## config.mk

```make
export PLATFORM = sky130hd
export DESIGN_NAME = fixed_partition_fit_allocator_core
export DESIGN_NICKNAME = d
export VERILOG_FILES = /design/src/hw/rtl/fpfa_pkg.sv /design/src/hw/rtl/fixed_partition_fit_allocator_core.sv /design/src/hw/rtl/fpfa_store.sv /design/src/hw/rtl/fpfa_unit.sv /design/src/hw/rtl/fpfa_ctrl.sv
export SDC_FILE = /design/constraint.sdc
export NUM_CORES = 1
export LEC_CHECK = 0
export BUFFER_PORTS_ARGS = -buffer_cell sky130_fd_sc_hd__buf_2
export CAP_MARGIN = 20
export CORE_UTILIZATION = 30
export CTS_CLUSTER_DIAMETER = 50
export DETAILED_ROUTE_END_ITERATION = 10
export GPL_ROUTABILITY_DRIVEN = 0
export GPL_TIMING_DRIVEN = 1
export MAX_ROUTING_LAYER = met4
export PLACE_DENSITY = 0.51
export SLEW_MARGIN = 20
export SYNTH_ARGS = -nofsm -noshare
export SYNTH_HDL_FRONTEND = slang
export SYNTH_HIERARCHICAL = 1
export SYNTH_SLANG_ARGS = --single-unit
```

## constraint.sdc

```tcl
create_clock -name aclk -period 9.5 [get_ports aclk]
set_input_delay 0.95 -clock aclk [delete_from_list [all_inputs] [get_ports aclk]]
set_output_delay 0.95 -clock aclk [all_outputs]
set_load 0.01 [all_outputs]
```

## src/hw/rtl/fpfa_pkg.sv

```systemverilog
// shared types, constants and helpers of the fixed partition fit allocator
package fpfa_pkg;

    localparam int NUM_BLOCKS = 16;
    localparam int IDX_W      = (NUM_BLOCKS > 1) ? $clog2(NUM_BLOCKS) : 1;

    localparam int SIZE_W     = 16;
    localparam int TIME_W     = 16;
    localparam int WAIT_W     = 16;
    localparam int ELAPSED_W  = 32;
    localparam int BIDX_W     = 4;
    localparam int ACT_W      = 5;
    localparam int POL_W      = 2;
    localparam int CFG_IDX_W  = 1;
    localparam int CFG_DATA_W = 5;

    localparam logic [ACT_W-1:0] ACT_RESET = ACT_W'(16);

    // stream packing
    localparam int IN_DATA_W  = 56;
    localparam int OUT_DATA_W = 56;
    localparam int OUT_PAD_W  = OUT_DATA_W - (BIDX_W + WAIT_W + ELAPSED_W);

    typedef enum logic [0:0] {
        OP_LOAD = 1'b0,
        OP_TASK = 1'b1
    } op_t;

    typedef enum logic [1:0] {
        POL_FIRST = 2'd0,
        POL_NEXT  = 2'd1,
        POL_BEST  = 2'd2,
        POL_WORST = 2'd3
    } policy_t;

    typedef enum logic [1:0] {
        STAT_PLACED = 2'd0,
        STAT_REJECT = 2'd1,
        STAT_LOADED = 2'd2
    } status_t;

    localparam logic [CFG_IDX_W-1:0] CFG_POLICY = 1'b0;
    localparam logic [CFG_IDX_W-1:0] CFG_ACTIVE = 1'b1;

    typedef enum logic [2:0] {
        S_IDLE,
        S_SCAN,
        S_TICK,
        S_PLACE,
        S_SUM,
        S_CLEAR,
        S_DONE
    } state_t;

    typedef struct packed {
        op_t               op;
        logic [BIDX_W-1:0] block_index;
        logic [SIZE_W-1:0] block_size;
        logic [SIZE_W-1:0] task_size;
        logic [TIME_W-1:0] task_duration;
        logic              last_task;
    } in_item_t;

    typedef struct packed {
        status_t              status;
        logic [BIDX_W-1:0]    placed_block;
        logic [WAIT_W-1:0]    wait_ticks;
        logic [ELAPSED_W-1:0] total_time;
        logic                 run_done;
    } result_t;

    // one partition as seen by the scan
    typedef struct packed {
        logic [SIZE_W-1:0] size;
        logic              busy;
        logic [TIME_W-1:0] left;
    } entry_t;

    // occupancy write port of the partition store
    typedef struct packed {
        logic             wr;
        logic [IDX_W-1:0] addr;
        logic             busy;
        logic [TIME_W-1:0] left;
        logic             clear;
    } slot_wr_t;

    // size write port of the partition store
    typedef struct packed {
        logic              wr;
        logic [IDX_W-1:0]  addr;
        logic [SIZE_W-1:0] size;
    } size_wr_t;

    // what the shared unit says about one entry
    typedef struct packed {
        logic                 fit;
        logic                 free_fit;
        logic                 take;
        logic [TIME_W-1:0]    tval;
        logic                 k_less;
        logic [TIME_W-1:0]    left_after;
        logic                 busy_after;
        logic [ELAPSED_W-1:0] sum;
    } unit_res_t;

    // index of the last partition in use, count clamped to 1..NUM_BLOCKS
    function automatic logic [IDX_W-1:0] last_index(input logic [ACT_W-1:0] active);
        int a;
        a = int'(active);
        if (a < 1) a = 1;
        if (a > NUM_BLOCKS) a = NUM_BLOCKS;
        return IDX_W'(a - 1);
    endfunction

endpackage

```

## src/hw/rtl/fixed_partition_fit_allocator_core.sv

```systemverilog
// top level of the fixed partition fit allocator
//
// s_ channel takes one item at a time: a size load (s_tuser low) or a task
// (s_tuser high, s_tlast marks the last task of a run). m_ channel returns
// exactly one result item per input item, in order. cfg_ writes fit_policy
// (index 0) and active_blocks (index 1); write only while the block is idle.
// a load writes its size when accepted. a task scans the n active partitions
// one per cycle through a single shared compare/subtract/add unit: a free
// partition that fits is placed after one scan; a task that has to wait for
// a release takes one scan, one tick pass over the busy times and one rescan
// before placement. the last task of a run adds a run total sum and a clear.
// s_tready is low while an item is in work; a finished result waits in the
// output register, so the next item is accepted while m_tready is low, and
// the sequencer holds its following result until that register frees.
// aresetn (synchronous, active low) clears the policy to first fit, the
// active count to 16, occupancy, elapsed time and rover; sizes stay unknown
// until loaded.
module fixed_partition_fit_allocator_core import fpfa_pkg::*; (
    input  logic                  aclk,
    input  logic                  aresetn,
    // input items
    input  logic                  s_tvalid,
    output logic                  s_tready,
    input  logic [IN_DATA_W-1:0]  s_tdata,   // block_index, block_size, task_size, task_duration
    input  logic                  s_tuser,   // operation
    input  logic                  s_tlast,   // last_task
    // result items
    output logic                  m_tvalid,
    input  logic                  m_tready,
    output logic [OUT_DATA_W-1:0] m_tdata,   // placed_block, wait_ticks, total_time
    output logic [1:0]            m_tuser,   // status
    output logic                  m_tlast,   // run_done
    // configuration writes
    input  logic                  cfg_valid,
    output logic                  cfg_ready,
    input  logic [CFG_IDX_W-1:0]  cfg_index,
    input  logic [CFG_DATA_W-1:0] cfg_data
);

    policy_t          policy_reg;
    logic [ACT_W-1:0] active_reg;

    logic             m_tvalid_reg, m_tvalid_next;
    result_t          out_reg, out_next;

    in_item_t         in_item;
    result_t          res;
    logic             res_valid;
    logic             res_ready;

    logic [IDX_W-1:0] rd_addr;
    entry_t           rd_entry;
    slot_wr_t         slot_wr;
    size_wr_t         size_wr;

    // configuration registers, always ready
    assign cfg_ready = 1'b1;

    always_ff @(posedge aclk) begin
        if (!aresetn) begin
            policy_reg <= POL_FIRST;
            active_reg <= ACT_RESET;
        end else if (cfg_valid) begin
            case (cfg_index)
                CFG_POLICY: policy_reg <= policy_t'(cfg_data[POL_W-1:0]);
                CFG_ACTIVE: active_reg <= cfg_data[ACT_W-1:0];
                default: ;
            endcase
        end
    end

    // unpack the input item, first field in the low bits
    assign in_item.op            = op_t'(s_tuser);
    assign in_item.block_index   = s_tdata[BIDX_W-1:0];
    assign in_item.block_size    = s_tdata[BIDX_W +: SIZE_W];
    assign in_item.task_size     = s_tdata[BIDX_W+SIZE_W +: SIZE_W];
    assign in_item.task_duration = s_tdata[BIDX_W+2*SIZE_W +: TIME_W];
    assign in_item.last_task     = s_tlast;

    fpfa_store u_store (
        .aclk     (aclk),
        .aresetn  (aresetn),
        .rd_addr  (rd_addr),
        .rd_entry (rd_entry),
        .slot_wr  (slot_wr),
        .size_wr  (size_wr)
    );

    fpfa_ctrl u_ctrl (
        .aclk      (aclk),
        .aresetn   (aresetn),
        .in_valid  (s_tvalid),
        .in_ready  (s_tready),
        .in_item   (in_item),
        .policy    (policy_reg),
        .active    (active_reg),
        .res_valid (res_valid),
        .res_ready (res_ready),
        .res       (res),
        .rd_addr   (rd_addr),
        .rd_entry  (rd_entry),
        .slot_wr   (slot_wr),
        .size_wr   (size_wr)
    );

    // output register: takes a result when empty or being drained
    assign res_ready = !m_tvalid_reg || m_tready;

    always_comb begin
        m_tvalid_next = m_tvalid_reg;
        out_next      = out_reg;
        if (res_ready) begin
            m_tvalid_next = res_valid;
            if (res_valid) begin
                out_next = res;
            end
        end
    end

    always_ff @(posedge aclk) begin
        if (!aresetn) begin
            m_tvalid_reg <= 1'b0;
        end else begin
            m_tvalid_reg <= m_tvalid_next;
        end
    end

    always_ff @(posedge aclk) begin
        out_reg <= out_next;
    end

    assign m_tvalid = m_tvalid_reg;
    assign m_tdata  = {{OUT_PAD_W{1'b0}}, out_reg.total_time, out_reg.wait_ticks,
                       out_reg.placed_block};
    assign m_tuser  = out_reg.status;
    assign m_tlast  = out_reg.run_done;

`ifndef ASSERT_OFF
    // an accepted item keeps the block busy for at least the next cycle
    a_busy_after_accept: assert property (@(posedge aclk) disable iff (!aresetn)
        s_tvalid && s_tready |=> !s_tready)
        else $error("input accepted twice in a row");

    // a rejected task carries no partition and no wait
    a_reject_clean: assert property (@(posedge aclk) disable iff (!aresetn)
        m_tvalid && m_tuser == STAT_REJECT |-> m_tdata[BIDX_W+WAIT_W-1:0] == '0)
        else $error("rejected task reports a placement");

    // the run total only shows on the last task
    a_total_gated: assert property (@(posedge aclk) disable iff (!aresetn)
        m_tvalid && !m_tlast |-> m_tdata[BIDX_W+WAIT_W +: ELAPSED_W] == '0)
        else $error("run total outside run end");

    // reset empties the output register
    a_reset_empty: assert property (@(posedge aclk)
        !aresetn |=> !m_tvalid)
        else $error("result valid after reset");
`endif

endmodule

```

## src/hw/rtl/fpfa_store.sv

```systemverilog
// partition store: sizes, busy flags and remaining times
module fpfa_store import fpfa_pkg::*; (
    input  logic             aclk,
    input  logic             aresetn,
    input  logic [IDX_W-1:0] rd_addr,
    output entry_t           rd_entry,
    input  slot_wr_t         slot_wr,
    input  size_wr_t         size_wr
);

    logic [SIZE_W-1:0] size_reg [NUM_BLOCKS];
    logic [NUM_BLOCKS-1:0] busy_reg;
    logic [TIME_W-1:0] left_reg [NUM_BLOCKS];

    // sizes stay undefined until loaded
    always_ff @(posedge aclk) begin
        if (size_wr.wr) begin
            size_reg[size_wr.addr] <= size_wr.size;
        end
    end

    always_ff @(posedge aclk) begin
        if (!aresetn || slot_wr.clear) begin
            busy_reg <= '0;
            for (int i = 0; i < NUM_BLOCKS; i++) begin
                left_reg[i] <= '0;
            end
        end else if (slot_wr.wr) begin
            busy_reg[slot_wr.addr] <= slot_wr.busy;
            left_reg[slot_wr.addr] <= slot_wr.left;
        end
    end

    assign rd_entry.size = size_reg[rd_addr];
    assign rd_entry.busy = busy_reg[rd_addr];
    assign rd_entry.left = left_reg[rd_addr];

endmodule

```

## src/hw/rtl/fpfa_unit.sv

```systemverilog
// shared compare / subtract / add unit applied to one partition per cycle
module fpfa_unit import fpfa_pkg::*; (
    input  entry_t               entry,
    input  logic [SIZE_W-1:0]    task_size,
    input  policy_t              policy,
    input  logic                 pick_valid,
    input  logic [SIZE_W-1:0]    pick_size,
    input  logic [TIME_W-1:0]    k,
    input  logic [ELAPSED_W-1:0] acc,
    output unit_res_t            res
);

    logic                 fit;
    logic                 better;
    logic                 over;
    logic [ELAPSED_W:0]   sum;

    always_comb begin
        fit = task_size <= entry.size;
        case (policy)
            POL_BEST:  better = pick_size >= entry.size;
            POL_WORST: better = pick_size <= entry.size;
            default:   better = 1'b0;
        endcase

        res.fit      = fit;
        res.free_fit = fit & ~entry.busy;
        res.take     = fit & ~entry.busy & (~pick_valid | better);

        // zero time left still costs one tick
        res.tval   = (entry.left == '0) ? TIME_W'(1) : entry.left;
        res.k_less = res.tval < k;

        over           = entry.left > k;
        res.busy_after = entry.busy & over;
        if (!entry.busy) begin
            res.left_after = entry.left;
        end else if (over) begin
            res.left_after = entry.left - k;
        end else begin
            res.left_after = '0;
        end

        sum     = {1'b0, acc} + (ELAPSED_W+1)'(entry.busy ? entry.left : TIME_W'(0));
        res.sum = sum[ELAPSED_W] ? '1 : sum[ELAPSED_W-1:0];
    end

endmodule

```

## src/hw/rtl/fpfa_ctrl.sv

```systemverilog
// sequencer: scan, tick, place, sum and clear passes over the partitions
module fpfa_ctrl import fpfa_pkg::*; (
    input  logic             aclk,
    input  logic             aresetn,
    input  logic             in_valid,
    output logic             in_ready,
    input  in_item_t         in_item,
    input  policy_t          policy,
    input  logic [ACT_W-1:0] active,
    output logic             res_valid,
    input  logic             res_ready,
    output result_t          res,
    output logic [IDX_W-1:0] rd_addr,
    input  entry_t           rd_entry,
    output slot_wr_t         slot_wr,
    output size_wr_t         size_wr
);

    state_t state_reg, state_next;

    logic [SIZE_W-1:0]    size_reg, size_next;
    logic [TIME_W-1:0]    dur_reg, dur_next;
    logic                 last_reg, last_next;
    logic [IDX_W-1:0]     idx_reg, idx_next;
    logic                 fits_reg, fits_next;
    logic                 pv_reg, pv_next;
    logic [IDX_W-1:0]     pick_reg, pick_next;
    logic [SIZE_W-1:0]    psize_reg, psize_next;
    logic                 av_reg, av_next;
    logic [IDX_W-1:0]     after_reg, after_next;
    logic [TIME_W-1:0]    k_reg, k_next;
    logic [ELAPSED_W-1:0] elapsed_reg, elapsed_next;
    logic [IDX_W-1:0]     rover_reg, rover_next;
    logic [WAIT_W-1:0]    wait_reg, wait_next;
    logic [ELAPSED_W-1:0] total_reg, total_next;
    status_t              status_reg, status_next;
    logic [BIDX_W-1:0]    placed_reg, placed_next;

    unit_res_t            u;
    logic [IDX_W-1:0]     n_last;
    logic [IDX_W-1:0]     start;
    logic [IDX_W-1:0]     choice;
    logic                 scan_end;
    logic                 fits_step;
    logic                 pv_step;
    logic [TIME_W-1:0]    k_step;
    logic [ELAPSED_W:0]   el_sum;

    fpfa_unit u_unit (
        .entry      (rd_entry),
        .task_size  (size_reg),
        .policy     (policy),
        .pick_valid (pv_reg),
        .pick_size  (psize_reg),
        .k          (k_reg),
        .acc        (total_reg),
        .res        (u)
    );

    assign n_last   = last_index(active);
    assign start    = (rover_reg <= n_last) ? rover_reg : '0;
    assign choice   = (policy == POL_NEXT && av_reg) ? after_reg : pick_reg;
    assign scan_end = idx_reg == n_last;
    assign rd_addr  = idx_reg;

    assign fits_step = fits_reg | u.fit;
    assign pv_step   = pv_reg | u.take;
    assign k_step    = (u.fit && u.k_less) ? u.tval : k_reg;
    assign el_sum    = {1'b0, elapsed_reg} + (ELAPSED_W+1)'(k_step);

    // next state
    always_comb begin
        state_next = state_reg;
        case (state_reg)
            S_IDLE: begin
                if (in_valid) begin
                    state_next = (in_item.op == OP_LOAD) ? S_DONE : S_SCAN;
                end
            end
            S_SCAN: begin
                if (scan_end) begin
                    if (!fits_step) begin
                        state_next = last_reg ? S_SUM : S_DONE;
                    end else if (pv_step) begin
                        state_next = S_PLACE;
                    end else begin
                        state_next = S_TICK;
                    end
                end
            end
            S_TICK: begin
                if (scan_end) begin
                    state_next = S_SCAN;
                end
            end
            S_PLACE: state_next = last_reg ? S_SUM : S_DONE;
            S_SUM: begin
                if (scan_end) begin
                    state_next = S_CLEAR;
                end
            end
            S_CLEAR: state_next = S_DONE;
            S_DONE: begin
                if (res_ready) begin
                    state_next = S_IDLE;
                end
            end
            default: state_next = S_IDLE;
        endcase
    end

    // outputs
    always_comb begin
        in_ready  = state_reg == S_IDLE;
        res_valid = state_reg == S_DONE;

        slot_wr       = '0;
        slot_wr.addr  = idx_reg;
        slot_wr.busy  = u.busy_after;
        slot_wr.left  = u.left_after;
        size_wr.wr    = 1'b0;
        size_wr.addr  = IDX_W'(in_item.block_index);
        size_wr.size  = in_item.block_size;

        case (state_reg)
            S_IDLE: begin
                size_wr.wr = in_valid && in_item.op == OP_LOAD
                             && int'(in_item.block_index) < NUM_BLOCKS;
            end
            S_TICK: slot_wr.wr = 1'b1;
            S_PLACE: begin
                slot_wr.wr   = 1'b1;
                slot_wr.addr = choice;
                slot_wr.busy = 1'b1;
                slot_wr.left = dur_reg;
            end
            S_CLEAR: slot_wr.clear = 1'b1;
            default: ;
        endcase

        res.status       = status_reg;
        res.placed_block = placed_reg;
        res.wait_ticks   = wait_reg;
        res.total_time   = last_reg ? total_reg : '0;
        res.run_done     = last_reg;
    end

    // datapath
    always_comb begin
        size_next    = size_reg;
        dur_next     = dur_reg;
        last_next    = last_reg;
        idx_next     = idx_reg;
        fits_next    = fits_reg;
        pv_next      = pv_reg;
        pick_next    = pick_reg;
        psize_next   = psize_reg;
        av_next      = av_reg;
        after_next   = after_reg;
        k_next       = k_reg;
        elapsed_next = elapsed_reg;
        rover_next   = rover_reg;
        wait_next    = wait_reg;
        total_next   = total_reg;
        status_next  = status_reg;
        placed_next  = placed_reg;

        case (state_reg)
            S_IDLE: begin
                if (in_valid) begin
                    size_next   = in_item.task_size;
                    dur_next    = in_item.task_duration;
                    last_next   = (in_item.op == OP_TASK) && in_item.last_task;
                    status_next = (in_item.op == OP_LOAD) ? STAT_LOADED : STAT_PLACED;
                    idx_next    = '0;
                    fits_next   = 1'b0;
                    pv_next     = 1'b0;
                    av_next     = 1'b0;
                    k_next      = '1;
                    wait_next   = '0;
                    placed_next = '0;
                    total_next  = '0;
                end
            end
            S_SCAN: begin
                fits_next = fits_step;
                k_next    = k_step;
                if (u.take) begin
                    pv_next    = 1'b1;
                    pick_next  = idx_reg;
                    psize_next = rd_entry.size;
                end
                if (policy == POL_NEXT && u.free_fit && !av_reg && idx_reg >= start) begin
                    av_next    = 1'b1;
                    after_next = idx_reg;
                end
                if (scan_end) begin
                    idx_next   = '0;
                    total_next = elapsed_reg;
                    if (!fits_step) begin
                        status_next = STAT_REJECT;
                    end else if (!pv_step) begin
                        // every fitting partition busy: jump to the first release
                        wait_next    = WAIT_W'(k_step);
                        elapsed_next = el_sum[ELAPSED_W] ? '1 : el_sum[ELAPSED_W-1:0];
                    end
                end else begin
                    idx_next = idx_reg + IDX_W'(1);
                end
            end
            S_TICK: begin
                if (scan_end) begin
                    idx_next  = '0;
                    fits_next = 1'b0;
                    pv_next   = 1'b0;
                    av_next   = 1'b0;
                    k_next    = '1;
                end else begin
                    idx_next = idx_reg + IDX_W'(1);
                end
            end
            S_PLACE: begin
                placed_next = BIDX_W'(choice);
                total_next  = elapsed_reg;
                idx_next    = '0;
                if (policy == POL_NEXT) begin
                    rover_next = (choice == n_last) ? '0 : choice + IDX_W'(1);
                end
            end
            S_SUM: begin
                total_next = u.sum;
                idx_next   = scan_end ? '0 : idx_reg + IDX_W'(1);
            end
            S_CLEAR: begin
                elapsed_next = '0;
                rover_next   = '0;
            end
            default: ;
        endcase
    end

    always_ff @(posedge aclk) begin
        if (!aresetn) begin
            state_reg   <= S_IDLE;
            elapsed_reg <= '0;
            rover_reg   <= '0;
        end else begin
            state_reg   <= state_next;
            elapsed_reg <= elapsed_next;
            rover_reg   <= rover_next;
        end
    end

    always_ff @(posedge aclk) begin
        size_reg   <= size_next;
        dur_reg    <= dur_next;
        last_reg   <= last_next;
        idx_reg    <= idx_next;
        fits_reg   <= fits_next;
        pv_reg     <= pv_next;
        pick_reg   <= pick_next;
        psize_reg  <= psize_next;
        av_reg     <= av_next;
        after_reg  <= after_next;
        k_reg      <= k_next;
        wait_reg   <= wait_next;
        total_reg  <= total_next;
        status_reg <= status_next;
        placed_reg <= placed_next;
    end

endmodule

```

Yosys cells after proc, flatten, opt, wreduce, memory -nomap -nowiden

Memory sizes are Yosys's and may differ from the RTL's. A register that Yosys moved wholly into a read port is not among the register bits.
Index checks and enable logic that the tools add are counted.

Eq/ne operators: 22
Order comparisons: 12
Reduce and logical (&&, ||, !) cells: 42
Mux-type cells: 77
Add/sub/neg operators: 6
Bitwise logic cells: 10

Operators by type and width:

| operator                                                        | count |
|---|---|
| 32-bit 2-to-1 mux                                               | 7 |
| 16-bit 2-to-1 mux                                               | 12 |
| 32-bit case mux with 4 select lines                             | 1 |
| 32-bit by 16-bit adder with 33-bit output                       | 2 |
| 32-bit case mux with 2 select lines                             | 1 |
| 16-bit case mux with 3 select lines                             | 1 |
| 4-bit 2-to-1 mux                                                | 10 |
| 16-bit less-or-equal comparator                                 | 2 |
| 16-bit case mux with 2 select lines                             | 1 |
| 21-bit 2-to-1 mux                                               | 1 |
| 3-bit 2-to-1 mux                                                | 7 |
| 3-bit case mux with 7 select lines                              | 1 |
| 1-bit 2-to-1 mux                                                | 18 |
| 2-bit AND reduction                                             | 9 |
| 16-bit bitwise mux                                              | 1 |
| 16-bit greater-or-equal comparator                              | 1 |
| 16-bit greater-than comparator                                  | 1 |
| 16-bit zero test                                                | 1 |
| 16-bit less-than comparator                                     | 1 |
| 2-bit by 1-bit != test with 1-bit output, second input constant | 8 |
| 4-bit case mux with 2 select lines                              | 2 |
| 4-bit AND reduction                                             | 4 |
| 16-bit OR reduction                                             | 1 |
| 16-bit subtractor                                               | 1 |
| other kinds (37)                                                | 75 |

Input bits: 69
RAM bits: 512
Bits in registers: 252
Memories kept: 2
Output and inout bits: 62
Word-level logic and storage cells: 198

Memories:

| memory           | words | bits a word | read ports | clocked after memory_dff | write ports | RTL line         | source |
|---|---|---|---|---|---|---|---|
| u_store.left_reg | 16    | 16          | 1          | 1                        | 16          | fpfa_store.sv:13 | `logic [TIME_W-1:0] left_reg [NUM_BLOCKS];` |
| u_store.size_reg | 16    | 16          | 1          | 1                        | 1           | fpfa_store.sv:11 | `logic [SIZE_W-1:0] size_reg [NUM_BLOCKS];` |

Longest topological paths before layout

Depth in word-level cells: 11
Mapped depth: 31
Depth with buffers taken out: 24

Modules after synthesis

Netlist, hierarchy kept.

Modules (own cells, without submodules):

| module                             | times used | seq. area each (µm²) | area an instance (µm²) | cells each |
|---|---|---|---|---|
| fpfa_store                         | 1          | 15695.1              | 21634.5                | 1279 |
| fpfa_ctrl                          | 1          | 4804.6               | 8699.6                 | 771 |
| fpfa_unit                          | 1          | 0.0                  | 3654.8                 | 507 |
| fixed_partition_fit_allocator_core | 1          | 1811.7               | 2028.2                 | 97 |

Worst setup path before layout

Ideal clock, no wire load.

Path type: register to register
Start: register u_ctrl.idx_reg[0], in the netlist u_ctrl/rd_addr[0]
End: register u_ctrl.elapsed_reg[17]
Buffers on the path: 7
Cell stages (with the launch flop): 30
Clock period less this slack: 6.541 ns
Library setup time: 0.058 ns
Data required time: 9.442 ns
Path slack: 2.959 ns
Data arrival time: 6.483 ns
Cell sequence: edfxtp_1 > buf_2 > buf_2 > buf_2 > mux4_2 > a22oi_1 > nand2_1 > clkbuf_1 > ha_1 > a21o_1 > a221o_1 > a21oi_1 > nand2_1 > a221oi_1 > nand2_1 > clkbuf_1 > mux2i_1 > inv_1 > ha_1 > inv_1 > fa_1 > nor2b_1 > o2111ai_1 > a21o_1 > o31ai_1 > clkbuf_1 > nand3_1 > buf_2 > a41oi_1 > o21a_1

Cells in the longest elaborated chain, start to end: 8
Elaborated cells between the ends (all ways): 10
Classes of those cells: eq/ne (3); mux (2); bitwise (4); reduce/logical (1)

Ends and longest elaborated chain:

| item                                      | RTL line         | source |
|---|---|---|
| from (decl)                               | fpfa_ctrl.sv:24  | `logic [IDX_W-1:0] idx_reg, idx_next;` |
| from (signal assigned)                    | fpfa_ctrl.sv:258 | `idx_reg <= idx_next;` |
| 1-bit binary-select mux with 4-bit select | fpfa_store.sv:35 | `assign rd_entry.busy = busy_reg[rd_addr];` |
| 1-bit 2-to-1 mux (implied by the code)    | fpfa_store.sv:35 |  |
| 1-bit inverter                            | fpfa_unit.sv:28  | `res.take = fit & ~entry.busy & (~pick_valid \| better);` |
| 1-bit AND (2 in a row)                    | fpfa_unit.sv:28  |  |
| 1-bit OR                                  | fpfa_ctrl.sv:67  | `assign pv_step = pv_reg \| u.take;` |
| 2-bit != test (no source line)            | -                |  |
| 4-bit AND reduction (no source line) *    | -                |  |
| to (signal assigned)                      | fpfa_ctrl.sv:249 | `elapsed_reg <= elapsed_next;` |
| to (decl)                                 | fpfa_ctrl.sv:32  | `logic [ELAPSED_W-1:0] elapsed_reg, elapsed_next;` |

Every way passes the cells marked *; elsewhere a longest branch is shown, timed or not. The select of a mux whose other input is x is not followed.
A chain may end at the register's enable or synchronous reset.

Worst setup path in the final report

Start: register u_ctrl.idx_reg[3], in the netlist u_ctrl/rd_addr[3]
End: register u_ctrl.elapsed_reg[17]

Same word-level chain as after synthesis.

==> summary.txt <==
Synthesis
  • Async SR Flop Fraction: 0%
  • Synth unique cells: ~110
  • Number of synthesized flops with an enable pin: between 700 and 800
  • Mapped Area: between 30000 and 40000 um^2
  • Syn. warnings: 6
  • Ranking of synthesized cells by area: edfxtp_1, mux4_2, ha_1
  • Leading area contributor after synthesis: edfxtp_1
  • Adder-cell share of the synthesized area: 3.85%
  • Primary FF master, synth: edfxtp_1
  • Synth Area in Simple Gates: 10.9%
  • Sequential share of the synthesized area: approximately 62%
  • Synth Register Bits: roughly 760
  • Xor and xnor area share after synthesis: 1.31%
  • Area share of the largest cell type after synthesis: 58.4%
  • Synth Area in Compound Gates: under 10%
  • Mux contribution to synthesized area: 9.72%
  • Combinational family with the most area after synthesis: simple AND/OR/NAND/NOR gates
  • Syn avg cell area: ~14 um^2
  • Cells after Synth: between 2000 and 3000

Drt
  • WL per Instance: around 22 um
  • Routed Antenna Nets: 0
  • Vias: between 20000 and 25000
  • Average via count per standard cell: ~5.0
  • Starting DRC count in detailed routing: 1855
  • Drt first pass iters: 5
  • Routed WL: about 100000 um
  • DRC Markers: 0

Place
  • Hpwl dp: between 60000 and 70000 um
  • Pre-CTS setup slack: approximately 1.2 ns
  • Dpl cell area: 38400 um^2
  • Placed cells: 4252
  • IO buf count: ~120

Worst setup path
  • Startpoint types: flop
  • Crit path arrival time: approximately 9 ns
  • CP peak stage delay: around 1.1 ns
  • Crit path top cell by count: nand2_1
  • CP required: 10.13 ns
  • Maximum fanout along the worst path: 25
  • Crit-path cells: nor2b_4 > buf_4 > a22oi_1 > nand2_1 > ha_1 > and3_1 > a221o_1 > a21oi_1 > nand2_1 > a221oi_1 > nand2_1 > mux2i_1 > inv_1 > ha_1 > inv_1 > fa_1 > nor2b_1 > o2111ai_1 > a21o_1 > o31ai_1 > buf_4 > nand3_1 > a41oi_1 > o21a_1
  • Critical Path Slowest Stage Cell: nor2b_4
  • Crit path kind: flop to flop
  • Critical path capture point type: flop

STA
  • Worst setup margin: ~1.1 ns
  • Final min period: around 8.4 ns
  • Setup tns final: 0 ns
  • F_max: 0.119 GHz
  • Worst-Margin Slew: approximately 1.2 ns
  • Unrepaired setup endpoints after global routing: false
  • Clock skew: 0.0367 ns
  • Slew margin rel.: 19.9%
  • Period utilization: around 88%
  • Final Hold Vio Count: 0
  • Setup Viol. Count Final: 0
  • Max-slew violations: 0

Global routing
  • Grt ovf: 0
  • Initial antenna violation count: 8
  • Vias in the first global route: 22100
  • First-pass GRT wire length: ~150000 um
  • Largest net degree at the start of global routing: roughly 110
  • All-Layer GR Usage: between 15 and 20%

Power
  • Switching power: around 4.7 mW
  • Sequential power share: around a third
  • Max VDD drop: 0.000172 V
  • Switching part of the total: 37.3%
  • Logic pwr share: 36.4%
  • P_leak: between 10 and 15 nW
  • Clock network power share: around 29%
  • Int Power: approximately 8 mW
  • PD cells: 305 nW/um^2

Layout
  • Post-layout nets: slightly below 3000
  • Fin util: around a third
  • Post-route cell area: about 42000 um^2
  • Sequential cell area: approximately 22000 um^2
  • Final non-filler cell total: roughly 4400
  • Share of cells above drive strength 1: roughly 20%
  • Area delta synth->final: 15.5%
  • Area of the multi-input gates: between 10000 and 15000 um^2
  • Fillers: 11600

Clock tree
  • Num CTS Buffers: 97
  • Root Driver: clkbuf_16
  • CTS tree: done
  • Setup Fix Bufs, Post-CTS: 0
  • Clk sinks: ~760
  • H-Tree Depth: 3
  • Hold-fix buffers at CTS: 0
  • Worst skew pair latency: ~0.70 ns
  • CTS resizes: 0
  • Clock Tree Buf Depth: 3
  • Clock Pin Slew Worst Setup and Hold Paths: ~0.06 ns

Floorplan
  • # rows: 126
  • Ports: around 130
  • CORE AREA: roughly 120000 um^2
  • Chip width: 348 um
  • Die height: around 350 um
  • Full die area: roughly 120000 um^2
  • Starting Density: between 30% and 40%

Min path
  • HP Class: flop to flop

Outcome
  • Outcome: finished clean

Job
  • Max cap viols: 0
## per-layer routing
layer | up-vias | GRT usage (%) | wire [um]
met1 | 11200 | 21.5 | 43100
li1 | 10200 | - | -
met5 | - | - | 0
met3 | 131 | 2.90 | 5830
met2 | 621 | 26.7 | 47600
met4 | 0 | 4.60 | 2170
## cells in the mapped netlist (54+ instances only)
master    number
edfxtp_1     701
a22o_1        54
clkbuf_1     103
and2_1        73
a21oi_1       76
mux4_2       132
a22oi_1       72
dfxtp_1       63
o21ai_0       68
nand2_1      233
ha_1         106
nor2_1       328
inv_1         95
## cell type report
cell class | count | share of cell area, %
inverter | 97 | 0.875
multi-input combinational | 1617 | 30.4
clock buffer | 113 | 6.06
sequential | 764 | 53.6
tap | 1600 | 4.81
antenna | 5 | 0.0301
timing repair buffer | 174 | 2.47
clock inverter | 62 | 1.68
## cell families (layout without fill, tap and decap cells)
family / after synthesis / in the layout
AOI/OAI and AO/OA: 443 / 443
DFF: 764 / 764
and+or+nand+nor: 828 / 828
adders and majority gates: 109 / 109
muxes: 180 / 180
other: 2 / 10
buffers and inverters: 276 / 446
xor gates and xnor gates: 52 / 52
## critical path, delay by kind of cell, from the launching register on
| family | cells | cell delay (ns) |
|---|---|---|
| compound gates | 9 | 2.46 |
| fa+ha+maj | 3 | 0.95 |
| buf+inv | 4 | 0.81 |
| flops | 1 | 0.68 |
| mux | 1 | 0.33 |
| simple gates | 7 | 3.06 |
## through the flow
stage | total power [mW] | hold slack, ns
2_1_floorplan | 7.59 | 0.400
3_3_place_gp | 9.03 | 0.405
3_5_place_dp | 9.06 | 0.408
4_1_cts | 12.8 | 0.390
5_1_grt | 13.3 | 0.407
6_report | 12.7 | 0.420
## final timing paths
path,startpoint,to,slack (ns),depth (start not counted)
max,u_ctrl/rd_addr[3]$_SDFFCE_PP0P_,u_ctrl/elapsed_reg[17]$_SDFFE_PN0P_,1.11,24
min,u_ctrl/wait_reg[12]$_SDFFCE_PN0P_,m_tdata[16]$_DFFE_PP_,0.42,0
max reg2reg,u_ctrl/rd_addr[3]$_SDFFCE_PP0P_,u_ctrl/elapsed_reg[17]$_SDFFE_PN0P_,1.11,24
min reg2reg,u_ctrl/wait_reg[12]$_SDFFCE_PN0P_,m_tdata[16]$_DFFE_PP_,0.42,0
## power by group through the flow
stage          Sequential, mW  Combinational (mW)  Clock [mW]
2_1_floorplan            4.36                3.23           0
5_1_grt                  4.42                5.04        3.89
3_5_place_dp             4.45                4.61           0
4_1_cts                  4.38                4.63        3.76
3_3_place_gp             4.45                4.59           0
6_report                 4.38                4.62        3.68
## layout by cell type (no fill, tap or decap), drive strengths merged, types with 54 or more instances in the layout
| cell | instances |
|---|---|
| nand2 | 233 |
| nor2 | 338 |
| and2 | 76 |
| buf | 174 |
| ha | 106 |
| mux4 | 132 |
| o21ai | 75 |
| a21oi | 78 |
| dfxtp | 63 |
| edfxtp | 701 |
| a22oi | 72 |
| clkbuf | 113 |
| inv | 116 |
| a22o | 54 |
(Power assumes the default switching activity.)
